[config.mk]
export PLATFORM = sky130hd
export DESIGN_NAME = multi_channel_virtual_rate_divider
export DESIGN_NICKNAME = d
export VERILOG_FILES = /design/src/design/mcvrd_pkg.sv /design/src/design/multi_channel_virtual_rate_divider.sv
export SDC_FILE = /design/constraint.sdc
export NUM_CORES = 1
export LEC_CHECK = 0
export BUFFER_PORTS_ARGS = -buffer_cell sky130_fd_sc_hd__buf_2
export CAP_MARGIN = 20
export CORE_MARGIN = 1.5
export CORE_UTILIZATION = 40
export DETAILED_ROUTE_END_ITERATION = 8
export GPL_ROUTABILITY_DRIVEN = 1
export PLACE_DENSITY = 0.63
export SLEW_MARGIN = 25
export SYNTH_ARGS = -nofsm -noshare
export SYNTH_HDL_FRONTEND = slang
export SYNTH_SLANG_ARGS = --single-unit
[constraint.sdc]
create_clock -name i_clk -period 8.02 [get_ports i_clk]
set_input_delay 1.604 -clock i_clk [delete_from_list [all_inputs] [get_ports i_clk]]
set_output_delay 1.604 -clock i_clk [all_outputs]
set_load 0.01 [all_outputs]
[src/design/mcvrd_pkg.sv]
// Package for the multi-channel virtual rate divider.
// Holds the command and response transaction types and the operation codes.
// No dependencies.
package mcvrd_pkg;

    // Operation codes carried in the command transaction.
    localparam logic [2:0] OP_TICK     = 3'd0;
    localparam logic [2:0] OP_OPEN     = 3'd1;
    localparam logic [2:0] OP_CLOSE    = 3'd2;
    localparam logic [2:0] OP_ARM      = 3'd3;
    localparam logic [2:0] OP_SET_RATE = 3'd4;
    localparam logic [2:0] OP_POLL     = 3'd5;

    // Rate assigned when a channel is opened.
    localparam int unsigned OPEN_RATE = 2;

    // Length that a set-rate request must carry.
    localparam logic [7:0] RATE_LEN = 8'd4;

    // Command transaction.
    typedef struct packed {
        logic [2:0]         operation;
        logic [2:0]         channel;
        logic [7:0]         active_mask;
        logic signed [31:0] rate_value;
        logic [7:0]         byte_count;
    } t_cmd;

    // Response transaction.
    typedef struct packed {
        logic       status;
        logic       channel_fired;
        logic [7:0] fired_mask;
    } t_rsp;

endpackage

[src/design/multi_channel_virtual_rate_divider.sv]
// Top level of the multi-channel virtual rate divider.
// Depends on mcvrd_pkg for the transaction types and operation codes.
// Holds the channel bank memories, the tick walker and the response register.

// A command is taken when start is high and busy is low. Open, close, arm,
// set rate, poll and the unused codes finish in the accepting cycle, busy
// stays low, and the response strobes on o_valid in the next cycle. A tick
// walks the channel bank one channel per cycle through the single read and
// write port of the count memory: with N = min(CHANNELS, 8) it holds busy while
// it walks the first N channels, and its response strobes on o_valid in the
// cycle that busy falls. Each response is flagged on o_valid for exactly one
// cycle; the receiver cannot stall it and must take it then.
module multi_channel_virtual_rate_divider #(
    parameter int CHANNELS  = 8,
    parameter int TICK_RATE = 1024
) (
    input  logic              i_clk,
    input  logic              i_rst_n,
    input  logic              start,
    output logic              busy,
    input  mcvrd_pkg::t_cmd   i_cmd,
    output logic              o_valid,
    output mcvrd_pkg::t_rsp   o_rsp
);

    // Widths derived from the parameters.
    localparam int CW     = $clog2(TICK_RATE + 1);
    localparam int IW     = (CHANNELS > 1) ? $clog2(CHANNELS) : 1;
    localparam int WALK_N = (CHANNELS < 8) ? CHANNELS : 8;

    localparam logic [CW-1:0] RELOAD = CW'(TICK_RATE);
    localparam logic [CW-1:0] OPEN_R = CW'(mcvrd_pkg::OPEN_RATE);

    // Sequencer states.
    localparam logic S_IDLE = 1'b0;
    localparam logic S_WALK = 1'b1;

    // Control state.
    logic                r_state, n_state;
    logic [3:0]          r_idx, n_idx;
    logic                r_pend, n_pend;
    logic [2:0]          r_pidx, n_pidx;
    logic [CHANNELS-1:0] r_open, n_open;
    logic [CHANNELS-1:0] r_fired, n_fired;
    logic [CHANNELS-1:0] r_cnt_set, n_cnt_set;
    logic [CHANNELS-1:0] r_rate_set, n_rate_set;
    logic                r_out_vld, n_out_vld;

    // Payload registers.
    logic [2:0]      r_ch;
    logic [7:0]      r_act;
    mcvrd_pkg::t_rsp r_out, n_out;

    // Channel bank memories and their registered read data.
    logic [CW-1:0] r_cnt_mem  [CHANNELS];
    logic [CW-1:0] r_rate_mem [CHANNELS];
    logic [CW-1:0] r_cnt_q;
    logic [CW-1:0] r_rate_q;
    logic          r_cnt_vq;
    logic          r_rate_vq;

    // Memory port controls.
    logic          cnt_we;
    logic [IW-1:0] cnt_waddr;
    logic [CW-1:0] cnt_wdata;
    logic          rate_we;
    logic [IW-1:0] rate_waddr;
    logic [CW-1:0] rate_wdata;
    logic [IW-1:0] rd_addr;

    // Decode helpers.
    logic          accept;
    logic [6:0]    cmd_ch_ext;
    logic          cmd_ch_ok;
    logic [IW-1:0] cmd_addr;
    logic [6:0]    idx_ext;
    logic [6:0]    pidx_ext;
    logic [IW-1:0] pidx_addr;
    logic [31:0]   rate_raw;
    logic [31:0]   rate_dec;
    logic          rate_ok;
    logic          issue;
    logic [CW-1:0] cnt_eff;
    logic [CW-1:0] rate_eff;
    logic [2:0]    rsp_ch;
    logic [7:0]    fired_view;
    logic          rsp_status;

    assign accept     = start && (r_state == S_IDLE);
    assign cmd_ch_ext = 7'(i_cmd.channel);
    assign cmd_ch_ok  = (32'(cmd_ch_ext) < 32'(CHANNELS));
    assign cmd_addr   = cmd_ch_ext[IW-1:0];
    assign idx_ext    = 7'(r_idx);
    assign pidx_ext   = 7'(r_pidx);
    assign pidx_addr  = pidx_ext[IW-1:0];
    assign rd_addr    = idx_ext[IW-1:0];
    assign issue      = (r_idx < 4'(WALK_N));

    // Set-rate check: length of four and a power of two from 2 to TICK_RATE.
    assign rate_raw = 32'(i_cmd.rate_value);
    assign rate_dec = rate_raw - 32'd1;
    assign rate_ok  = (i_cmd.byte_count == mcvrd_pkg::RATE_LEN) && !rate_raw[31] &&
                      (rate_raw >= 32'd2) && (rate_raw <= 32'(TICK_RATE)) &&
                      ((rate_raw & rate_dec) == 32'd0);

    // Entries never written read as their reset values.
    assign cnt_eff  = r_cnt_vq  ? r_cnt_q  : RELOAD;
    assign rate_eff = r_rate_vq ? r_rate_q : '0;

    // Fired flags of the first eight channels, zero where no channel exists.
    genvar g;
    generate
        for (g = 0; g < 8; g++) begin : g_view
            if (g < CHANNELS) begin : g_have
                assign fired_view[g] = n_fired[g];
            end else begin : g_none
                assign fired_view[g] = 1'b0;
            end
        end
    endgenerate

    assign rsp_ch = (r_state == S_IDLE) ? i_cmd.channel : r_ch;

    // Sequencer and per-channel command logic.
    always_comb begin
        n_state    = r_state;
        n_idx      = r_idx;
        n_pend     = 1'b0;
        n_pidx     = r_idx[2:0];
        n_open     = r_open;
        n_fired    = r_fired;
        n_cnt_set  = r_cnt_set;
        n_rate_set = r_rate_set;
        n_out_vld  = 1'b0;
        rsp_status = 1'b0;
        cnt_we     = 1'b0;
        cnt_waddr  = cmd_addr;
        cnt_wdata  = RELOAD;
        rate_we    = 1'b0;
        rate_waddr = cmd_addr;
        rate_wdata = '0;

        case (r_state)
            S_IDLE: begin
                if (accept) begin
                    case (i_cmd.operation)
                        mcvrd_pkg::OP_TICK: begin
                            n_state = S_WALK;
                            n_idx   = '0;
                        end
                        mcvrd_pkg::OP_OPEN: begin
                            if (cmd_ch_ok) begin
                                rate_we            = 1'b1;
                                rate_wdata         = OPEN_R;
                                cnt_we             = 1'b1;
                                n_fired[cmd_addr]  = 1'b0;
                                n_open[cmd_addr]   = 1'b1;
                            end
                        end
                        mcvrd_pkg::OP_CLOSE: begin
                            if (cmd_ch_ok) begin
                                rate_we            = 1'b1;
                                cnt_we             = 1'b1;
                                n_fired[cmd_addr]  = 1'b0;
                                n_open[cmd_addr]   = 1'b0;
                            end
                        end
                        mcvrd_pkg::OP_ARM: begin
                            if (cmd_ch_ok) begin
                                cnt_we            = 1'b1;
                                n_fired[cmd_addr] = 1'b0;
                            end
                        end
                        mcvrd_pkg::OP_SET_RATE: begin
                            if (cmd_ch_ok && rate_ok) begin
                                rate_we    = 1'b1;
                                rate_wdata = rate_raw[CW-1:0];
                            end else begin
                                rsp_status = 1'b1;
                            end
                        end
                        default: begin
                        end
                    endcase
                    if (rate_we) begin
                        n_rate_set[cmd_addr] = 1'b1;
                    end
                    if (cnt_we) begin
                        n_cnt_set[cmd_addr] = 1'b1;
                    end
                    // Non-tick commands answer in the next cycle.
                    if (i_cmd.operation != mcvrd_pkg::OP_TICK) begin
                        n_out_vld = 1'b1;
                    end
                end
            end
            S_WALK: begin
                // Issue the read of the next channel.
                if (issue) begin
                    n_pend = 1'b1;
                    n_idx  = r_idx + 4'd1;
                end
                // Update the channel whose count and rate were read last cycle.
                if (r_pend && r_act[r_pidx] && r_open[pidx_addr]) begin
                    cnt_we                = 1'b1;
                    cnt_waddr             = pidx_addr;
                    n_cnt_set[pidx_addr]  = 1'b1;
                    if (cnt_eff <= rate_eff) begin
                        n_fired[pidx_addr] = 1'b1;
                        cnt_wdata          = RELOAD;
                    end else begin
                        cnt_wdata = cnt_eff - rate_eff;
                    end
                end
                // Walk done: report the flags.
                if (!issue && !r_pend) begin
                    n_state   = S_IDLE;
                    n_out_vld = 1'b1;
                end
            end
            default: begin
                n_state = S_IDLE;
            end
        endcase
    end

    // Response built from the flags as they stand after this transaction.
    always_comb begin
        n_out = r_out;
        if (n_out_vld) begin
            n_out.status        = rsp_status;
            n_out.channel_fired = fired_view[rsp_ch];
            n_out.fired_mask    = fired_view;
        end
    end

    // Control registers.
    always_ff @(posedge i_clk) begin
        if (!i_rst_n) begin
            r_state    <= S_IDLE;
            r_idx      <= '0;
            r_pend     <= 1'b0;
            r_pidx     <= '0;
            r_open     <= '0;
            r_fired    <= '0;
            r_cnt_set  <= '0;
            r_rate_set <= '0;
            r_out_vld  <= 1'b0;
        end else begin
            r_state    <= n_state;
            r_idx      <= n_idx;
            r_pend     <= n_pend;
            r_pidx     <= n_pidx;
            r_open     <= n_open;
            r_fired    <= n_fired;
            r_cnt_set  <= n_cnt_set;
            r_rate_set <= n_rate_set;
            r_out_vld  <= n_out_vld;
        end
    end

    // Payload registers.
    always_ff @(posedge i_clk) begin
        r_out <= n_out;
        if (accept) begin
            r_ch  <= i_cmd.channel;
            r_act <= i_cmd.active_mask;
        end
    end

    // Count memory: one write port, one registered read port.
    always_ff @(posedge i_clk) begin
        if (cnt_we) begin
            r_cnt_mem[cnt_waddr] <= cnt_wdata;
        end
        r_cnt_q  <= r_cnt_mem[rd_addr];
        r_cnt_vq <= r_cnt_set[rd_addr];
    end

    // Rate memory: one write port, one registered read port.
    always_ff @(posedge i_clk) begin
        if (rate_we) begin
            r_rate_mem[rate_waddr] <= rate_wdata;
        end
        r_rate_q  <= r_rate_mem[rd_addr];
        r_rate_vq <= r_rate_set[rd_addr];
    end

    assign busy    = (r_state != S_IDLE);
    assign o_valid = r_out_vld;
    assign o_rsp   = r_out;

    // A per-channel command answers in the very next cycle.
    a_cmd_rsp: assert property (@(posedge i_clk) disable iff (!i_rst_n)
        (start && !busy && (i_cmd.operation != mcvrd_pkg::OP_TICK)) |=> o_valid)
        else $error("per-channel command gave no response in the next cycle");

    // A tick answers once the walk of the bank is over.
    a_tick_rsp: assert property (@(posedge i_clk) disable iff (!i_rst_n)
        (start && !busy && (i_cmd.operation == mcvrd_pkg::OP_TICK))
            |-> ##(WALK_N + 3) o_valid)
        else $error("tick response missing at the end of the walk");

    // No channel update is left pending once the sequencer is idle.
    a_no_pend_idle: assert property (@(posedge i_clk) disable iff (!i_rst_n)
        !busy |-> !r_pend)
        else $error("channel update pending while idle");

endmodule

==> results.tsv, run 1 <==
stage	metric	value	unit
sta	min_period_over_period	53.02	%
placement	dp_hpwl	15060	µm
routing	num_vias	6168	
yosys	netlist_instances	695	
yosys	ys_types	69	
critical_path	cp.depth	6	
min_path	hold_depth	1	
routing	first_pass_iters	5	
sta	worst_pin_slew	1043	ps
run_status	status	finished, final reports clean	
grt	grt_overflow_total	0	
critical_path	crit_buf_inv	2	
sta	fmax	235.2	MHz
grt	grt_pass1_vias	6111	
sta	finClkSkew	7.381	ps
cts	cts_tree	yes	
critical_path	ff2ff_setup_slack	4300	ps
flow_run	cap_violations	0	
finish	drive_above_1_share	29.09	%
critical_path	max_stage_delay	850	ps
critical_path	cpMaxStageDelayCell	or4b_1	
finish	antennaDiodeCount	0	
finish	register_area	0.007242	mm²
yosys	avgSynthCellArea	15.73	µm²
yosys	synth-warning-count	0	
grt	grt_usage	16.61	%
sta	hold_viol	0	
critical_path	path_cells	buf_2 > inv_1 > nor2_1 > nand3_1 > or4b_1 > a21oi_2	
floorplanning	die_w	168.3	µm
finish	area_growth	14.51	%
yosys	ys_seq_area_share	66.21	%
yosys	synth_edf_count	197	
min_path	worstHoldStart	r_cnt_set[7]	
finish	multi_input_area	0.003540	mm²
min_path	whs_endpoint	r_cnt_set[7]	
floorplanning	fp.dieH	168.3	µm
cts	cts_hold_buf	0	
floorplanning	coreArea	0.02688	mm²
routing	routed_wl	23270	µm
sta	rsz0062_at_grt	false	
cts	cts-resized-gates	0	
critical_path	ff2ff_path_depth	9	
critical_path	path_class	in -> reg	
sta	slew_viol_final	0	
yosys	synthesis.area	0.01093	mm²
yosys	synth-seq-cells	263	
floorplanning	die_area	0.02833	mm²
cts	clock_latency	520	ps
cts	clock-root-buffer	clkbuf_16	
floorplanning	fp-row-count	60	
pwr	p_total	2.778	mW
cts	clock-sinks	263	
routing	via_per_inst	5.434	
critical_path	cp-start-kind	input port	
floorplanning	start_util	40.67	%
cts	post-cts-setup-buffers	0	
grt	grt_pass1_wl	35770	µm
critical_path	worstReg2RegStart	r_rate_vq	
critical_path	r2r-end	r_cnt_mem[2][10]	
sta	setup_viol	0	
cts	cts_buffer_depth	3	
sta	period_minus_slack	4253	ps
cts	numCtsBuffers	26	
yosys	async_reset_ff_share	0	%
floorplanning	ios	69	
yosys	synth-main-ff-cell	edfxtp_1	
min_path	hp-class	reg -> reg	
critical_path	crit_path_start	start	
grt	grt_antenna_before_repair	0	
critical_path	cp_top_family	simple AND/OR/NAND/NOR gates	
critical_path	cp-end-kind	register	
routing	ant_nets	0	
sta	slew-limit-headroom	30.23	%
critical_path	crit_fanout	12	
cts	htreeDepth	1	
pwr	power_per_cell_area	221.9	mW/mm²
routing	drtIter0Drc	598	
placement	gp_routability_congestion	0.8077	
placement	io_buffers	68	
finish	fillerInstances	2361	
grt	grt_start_max_net_pins	53	
routing	drc	0	
finish	fin_nets	844	
pwr	peakVddDrop	0.1432	mV
routing	routedWlPerCell	20.51	µm
critical_path	critical_path_required	8180	ps
cts	clk_pin_slew	60	ps
sta	setup-tns-final	0	ps
pwr	p_leak	4.320	nW
critical_path	arrival	4410	ps
## per-stage QoR
stage          area [µm²]  instances  hold slack, ps  worst slack (ps)  utilization [%]
2_1_floorplan       10960        702           435.4              3623                -
3_3_place_gp        11650       1087           444.7              3291            43.35
3_5_place_dp        11650       1087           449.9              3215            43.35
4_1_cts             12500       1135           463.8              3776            46.52
5_1_grt             12520       1135           472.8              3551            46.57
6_report            12520       1135           466.6              3767            46.57
## area by class of cell
type | instances | area share (%)
Timing Repair Buffer | 80 | 3.469
Multi-Input combinational cell | 397 | 28.28
Clock buffer | 37 | 5.938
Inverter | 6 | 0.1799
Sequential cell | 263 | 57.86
Tap cell | 341 | 3.409
Clock inverter | 11 | 0.8696
## cells in the final DEF, fill, tap and decap left out, drive strengths merged, types with 6 or more instances in the layout
cell type  Yosys  layout
nand4          6       6
a21oi         22      22
edfxtp       197     197
and3          10      10
ha            12      12
nand2         32      32
dfxtp         66      66
nor3           6       6
nand2b        11      11
o22ai          6       6
mux2          29      29
clkbuf        24      37
or2            6       6
mux2i          7       7
clkinv         0       7
o21ai         24      24
buf           12      80
mux4          49      49
inv            6       6
conb           1       8
o221a          8       8
nor2b          6       6
and2          24      24
nor2          38      38
o21a          18      18
xor2           6       6
or3            6       6
nand3          8       8
nor4           6       6
## worst max-delay path by stage
stage,to
global placement,r_rate_mem[1][0]
global route,r_rate_mem[4][8]
floorplan,r_rate_mem[0][1]
detailed placement,r_rate_mem[0][0]
finish,r_rate_mem[1][9]
CTS,r_rate_mem[0][0]
## registers in the layout, summed over array words and instances (netlist names), named ones only
signal / count
r_cnt_mem: 88
r_rate_mem: 88
r_cnt_q: 11
r_rate_q: 11
o_rsp: 10
r_act: 8
r_cnt_set: 8
r_fired: 8
r_rate_set: 8
r_idx: 4
pidx_addr: 3
r_ch: 3
busy: 1
o_valid: 1
r_cnt_vq: 1
r_pend: 1
r_rate_vq: 1
## synthesized netlist by cell type (all sizes together), types with 10 or more instances
cell type	instances	area, µm²
ha	12	150.1
clkbuf	24	100.1
nand2	32	120.1
edfxtp	197	5916
nand2b	11	76.32
a21oi	22	140.1
and2	24	150.1
dfxtp	66	1321
nor2	38	142.6
o21ai	24	120.1
mux2	29	326.6
mux4	49	1104
and3	10	62.56
buf	12	83.82
o21a	18	135.1
## logic make-up after synthesis
| family | Yosys count | share of synthesized area [%] |
|---|---|---|
| simple gates | 171 | 8.425 |
| xor+xnor | 10 | 0.8012 |
| other cells | 1 | 0.03431 |
| mux | 85 | 13.72 |
| buf+inv | 42 | 1.889 |
| fa+ha+maj | 14 | 1.660 |
| compound gates | 109 | 7.258 |
| flops | 263 | 66.21 |
## worst reg2reg max path, stage by stage, from the launching register on
cell      delay [ps]
dfxtp_1          520
nand2_1          130
ha_1             390
nand2_1           70
o21ai_0          480
a211oi_1         230
nor2_1           540
nand2_1          450
a311oi_1         340
o22ai_1          250
## power by group
group	switching, mW	internal (mW)	leakage (nW)
clock	0.497	0.709	0.416
sequential	0.00756	1.46	2.51
combinational	0.0573	0.0430	1.40
total	0.562	2.22	4.32
## per-layer routing
metal	up-vias	part of all wire (%)	track usage (%)	wire, µm
met3	32	5.3	2.374	1224
met4	0	2.3	4.503	530
met2	185	46	25.74	10670
li1	2867	-	-	-
met1	3084	47	24.52	10840
met5	-	0	0	0
Power figures use the tool's default switching activity.
==> run 2: changes to the inputs <==
--- a/config.mk
+++ b/config.mk
@@ -11,7 +11,7 @@
 export CORE_UTILIZATION = 40
 export DETAILED_ROUTE_END_ITERATION = 8
 export GPL_ROUTABILITY_DRIVEN = 1
-export PLACE_DENSITY = 0.63
+export PLACE_DENSITY = 0.66
 export SLEW_MARGIN = 25
 export SYNTH_ARGS = -nofsm -noshare
 export SYNTH_HDL_FRONTEND = slang
==> constraint.sdc (replaced) <==
create_clock -name i_clk -period 3.9 [get_ports i_clk]
set_input_delay 0.78 -clock i_clk [delete_from_list [all_inputs] [get_ports i_clk]]
set_output_delay 0.78 -clock i_clk [all_outputs]
set_load 0.01 [all_outputs]
==> run 2 against run 1 <==
Via count is 2.3% higher. Global-route usage down 0.072 points. Critical path depth increased by 5. Die area unchanged. Final cell count rose by 1.5%. Setup slack got worse by 3200 ps. Sequential cell count did not move. Hold slack worse by 38 ps. Clock skew increased by 8.7 ps. Register-to-register slack got worse by 3700 ps. Non-clock buffer count increased by 17. Critical path type is now reg -> reg.
==> results.tsv, run 2 (synthesized netlist as in run 1, its figures left out) <==
stage	metric	value	unit	change
run_status	status	finished, final reports clean		
grt	grt_pass1_wl	35460	µm	-0.87%
grt	grt_usage	16.53	%	-0.072 points
grt	grt_overflow_total	0		unchanged
cts	clock-sinks	263		unchanged
routing	ant_nets	0		unchanged
routing	via_per_inst	5.475		+0.74%
cts	cts_buffer_depth	3		unchanged
cts	clock-root-buffer	clkbuf_16		
floorplanning	fp-row-count	60		unchanged
floorplanning	die_w	168.3	µm	unchanged
critical_path	critical_path_required	4110	ps	-4070 ps
cts	htreeDepth	1		unchanged
finish	area_growth	15.54	%	
routing	first_pass_iters	7		+2
placement	dp_hpwl	15080	µm	+0.18%
pwr	p_total	5.698	mW	+110%
sta	slew_viol_final	0		unchanged
grt	grt_start_max_net_pins	42		-21%
finish	drive_above_1_share	29.72	%	+0.62 points
routing	routed_wl	23130	µm	-0.63%
cts	cts_hold_buf	0		unchanged
placement	io_buffers	68		unchanged
sta	rsz0062_at_grt	false		
grt	grt_antenna_before_repair	0		unchanged
pwr	peakVddDrop	0.3156	mV	+120%
critical_path	path_class	reg -> reg		
floorplanning	start_util	40.67	%	unchanged
finish	antennaDiodeCount	0		unchanged
sta	min_period_over_period	85.08	%	
routing	drc	0		unchanged
finish	fin_nets	861		+2.0%
finish	final_common_cell	edfxtp_1		
cts	clk_pin_slew	60	ps	about the same
sta	finClkSkew	16.07	ps	+8.693 ps
sta	fmax	301.4	MHz	
sta	setup_viol	0		unchanged
floorplanning	ios	69		unchanged
critical_path	arrival	3520	ps	-890 ps
cts	clock_latency	530	ps	about the same
sta	hold_viol	0		unchanged
floorplanning	fp.dieH	168.3	µm	unchanged
finish	mostFrequentLayoutCells	edfxtp_1, buf_2, dfxtp_1		
critical_path	crit_fanout	11		-1
cts	post-cts-setup-buffers	0		unchanged
cts	cts_tree	yes		
cts	numCtsBuffers	26		unchanged
placement	gp_routability_congestion	0.8286		+2.6%
min_path	hp-class	in -> reg		
routing	routedWlPerCell	20.08	µm	-2.1%
floorplanning	die_area	0.02833	mm²	unchanged
pwr	power_per_cell_area	451.1	mW/mm²	+100%
pwr	p_leak	4.398	nW	+1.8%
finish	largestRegisters	r_cnt_mem: 88 flops, r_rate_mem: 88 flops		
critical_path	cp-start-kind	register		
flow_run	cap_violations	0		unchanged
sta	setup-tns-final	0	ps	unchanged
cts	cts-resized-gates	0		unchanged
sta	slew-limit-headroom	44.15	%	+14 points
sta	worst_pin_slew	836.7	ps	-206.0 ps
sta	period_minus_slack	3318	ps	
critical_path	cp-end-kind	register		
routing	num_vias	6307		+2.3%
routing	drtIter0Drc	455		-24%
floorplanning	coreArea	0.02688	mm²	unchanged
grt	grt_pass1_vias	6216		+1.7%
## run 2: cell count changes in the layout (fill, tap and decap cells not counted), sizes merged
cell	before	now
clkbuf	37	33
buf	80	97
clkinv	7	12
bufinv	2	3
clkinvlp	2	0
## run 2: path summary, 6_finish.rpt
kind / startpoint / end / slack (ps) / cells past startpoint
worst min-delay path: i_cmd[41] / r_act[1] / 430 / 1
worst max-delay path: r_rate_vq / r_cnt_mem[1][10] / 580 / 11
worst min register to register: r_cnt_set[7] / r_cnt_set[7] / 460 / 1
worst max register to register: r_rate_vq / r_cnt_mem[1][10] / 580 / 11
## run 2: worst max-delay path, cell delays in order, from the launching register on
cell	delay, ps
dfxtp_1	510
and2_1	190
ha_1	150
inv_1	50
fa_1	400
a21o_1	210
a21oi_1	260
nor2b_1	80
o21a_1	190
o41a_1	360
a311oi_1	340
o22ai_1	250
## run 2: per-stage QoR
stage                     hold slack (ps)  setup slack [ps]  utilization (%)  instance area, µm²  std cells
after floorplan                     435.4             326.8                -               10960        702
after global placement              441.2             312.7            43.82               11780       1104
after detailed placement            453.2             282.7            43.86               11790       1104
after CTS                           408.9             657.5            46.99               12630       1152
after global routing                411.8             394.6            46.99               12630       1152
final                               428.7             582.0            46.99               12630       1152
## run 2: routing by layer
layer	vias to the layer above	wire length (µm)	global-route usage [%]
li1	2914	-	-
met1	3163	10550	23.53
met2	201	10760	26.77
met3	29	1335	2.445
met4	0	474	4.115
met5	-	0	0
## run 2: final cells by class
type,count,area (µm²)
Sequential cell,263,7242
Timing Repair Buffer,97,558.0
Tap cell,341,426.7
Clock buffer,33,698.2
Clock inverter,15,142.6
Fill cell,2310,14250
Multi-Input combinational cell,397,3540
Inverter,6,22.52
## run 2: report_power, final
part	internal [mW]	switching, mW	leakage, nW
Combinational	0.0922	0.109	1.48
Clock	1.46	1.00	0.408
Sequential	3.01	0.0241	2.51
Total	4.56	1.14	4.40
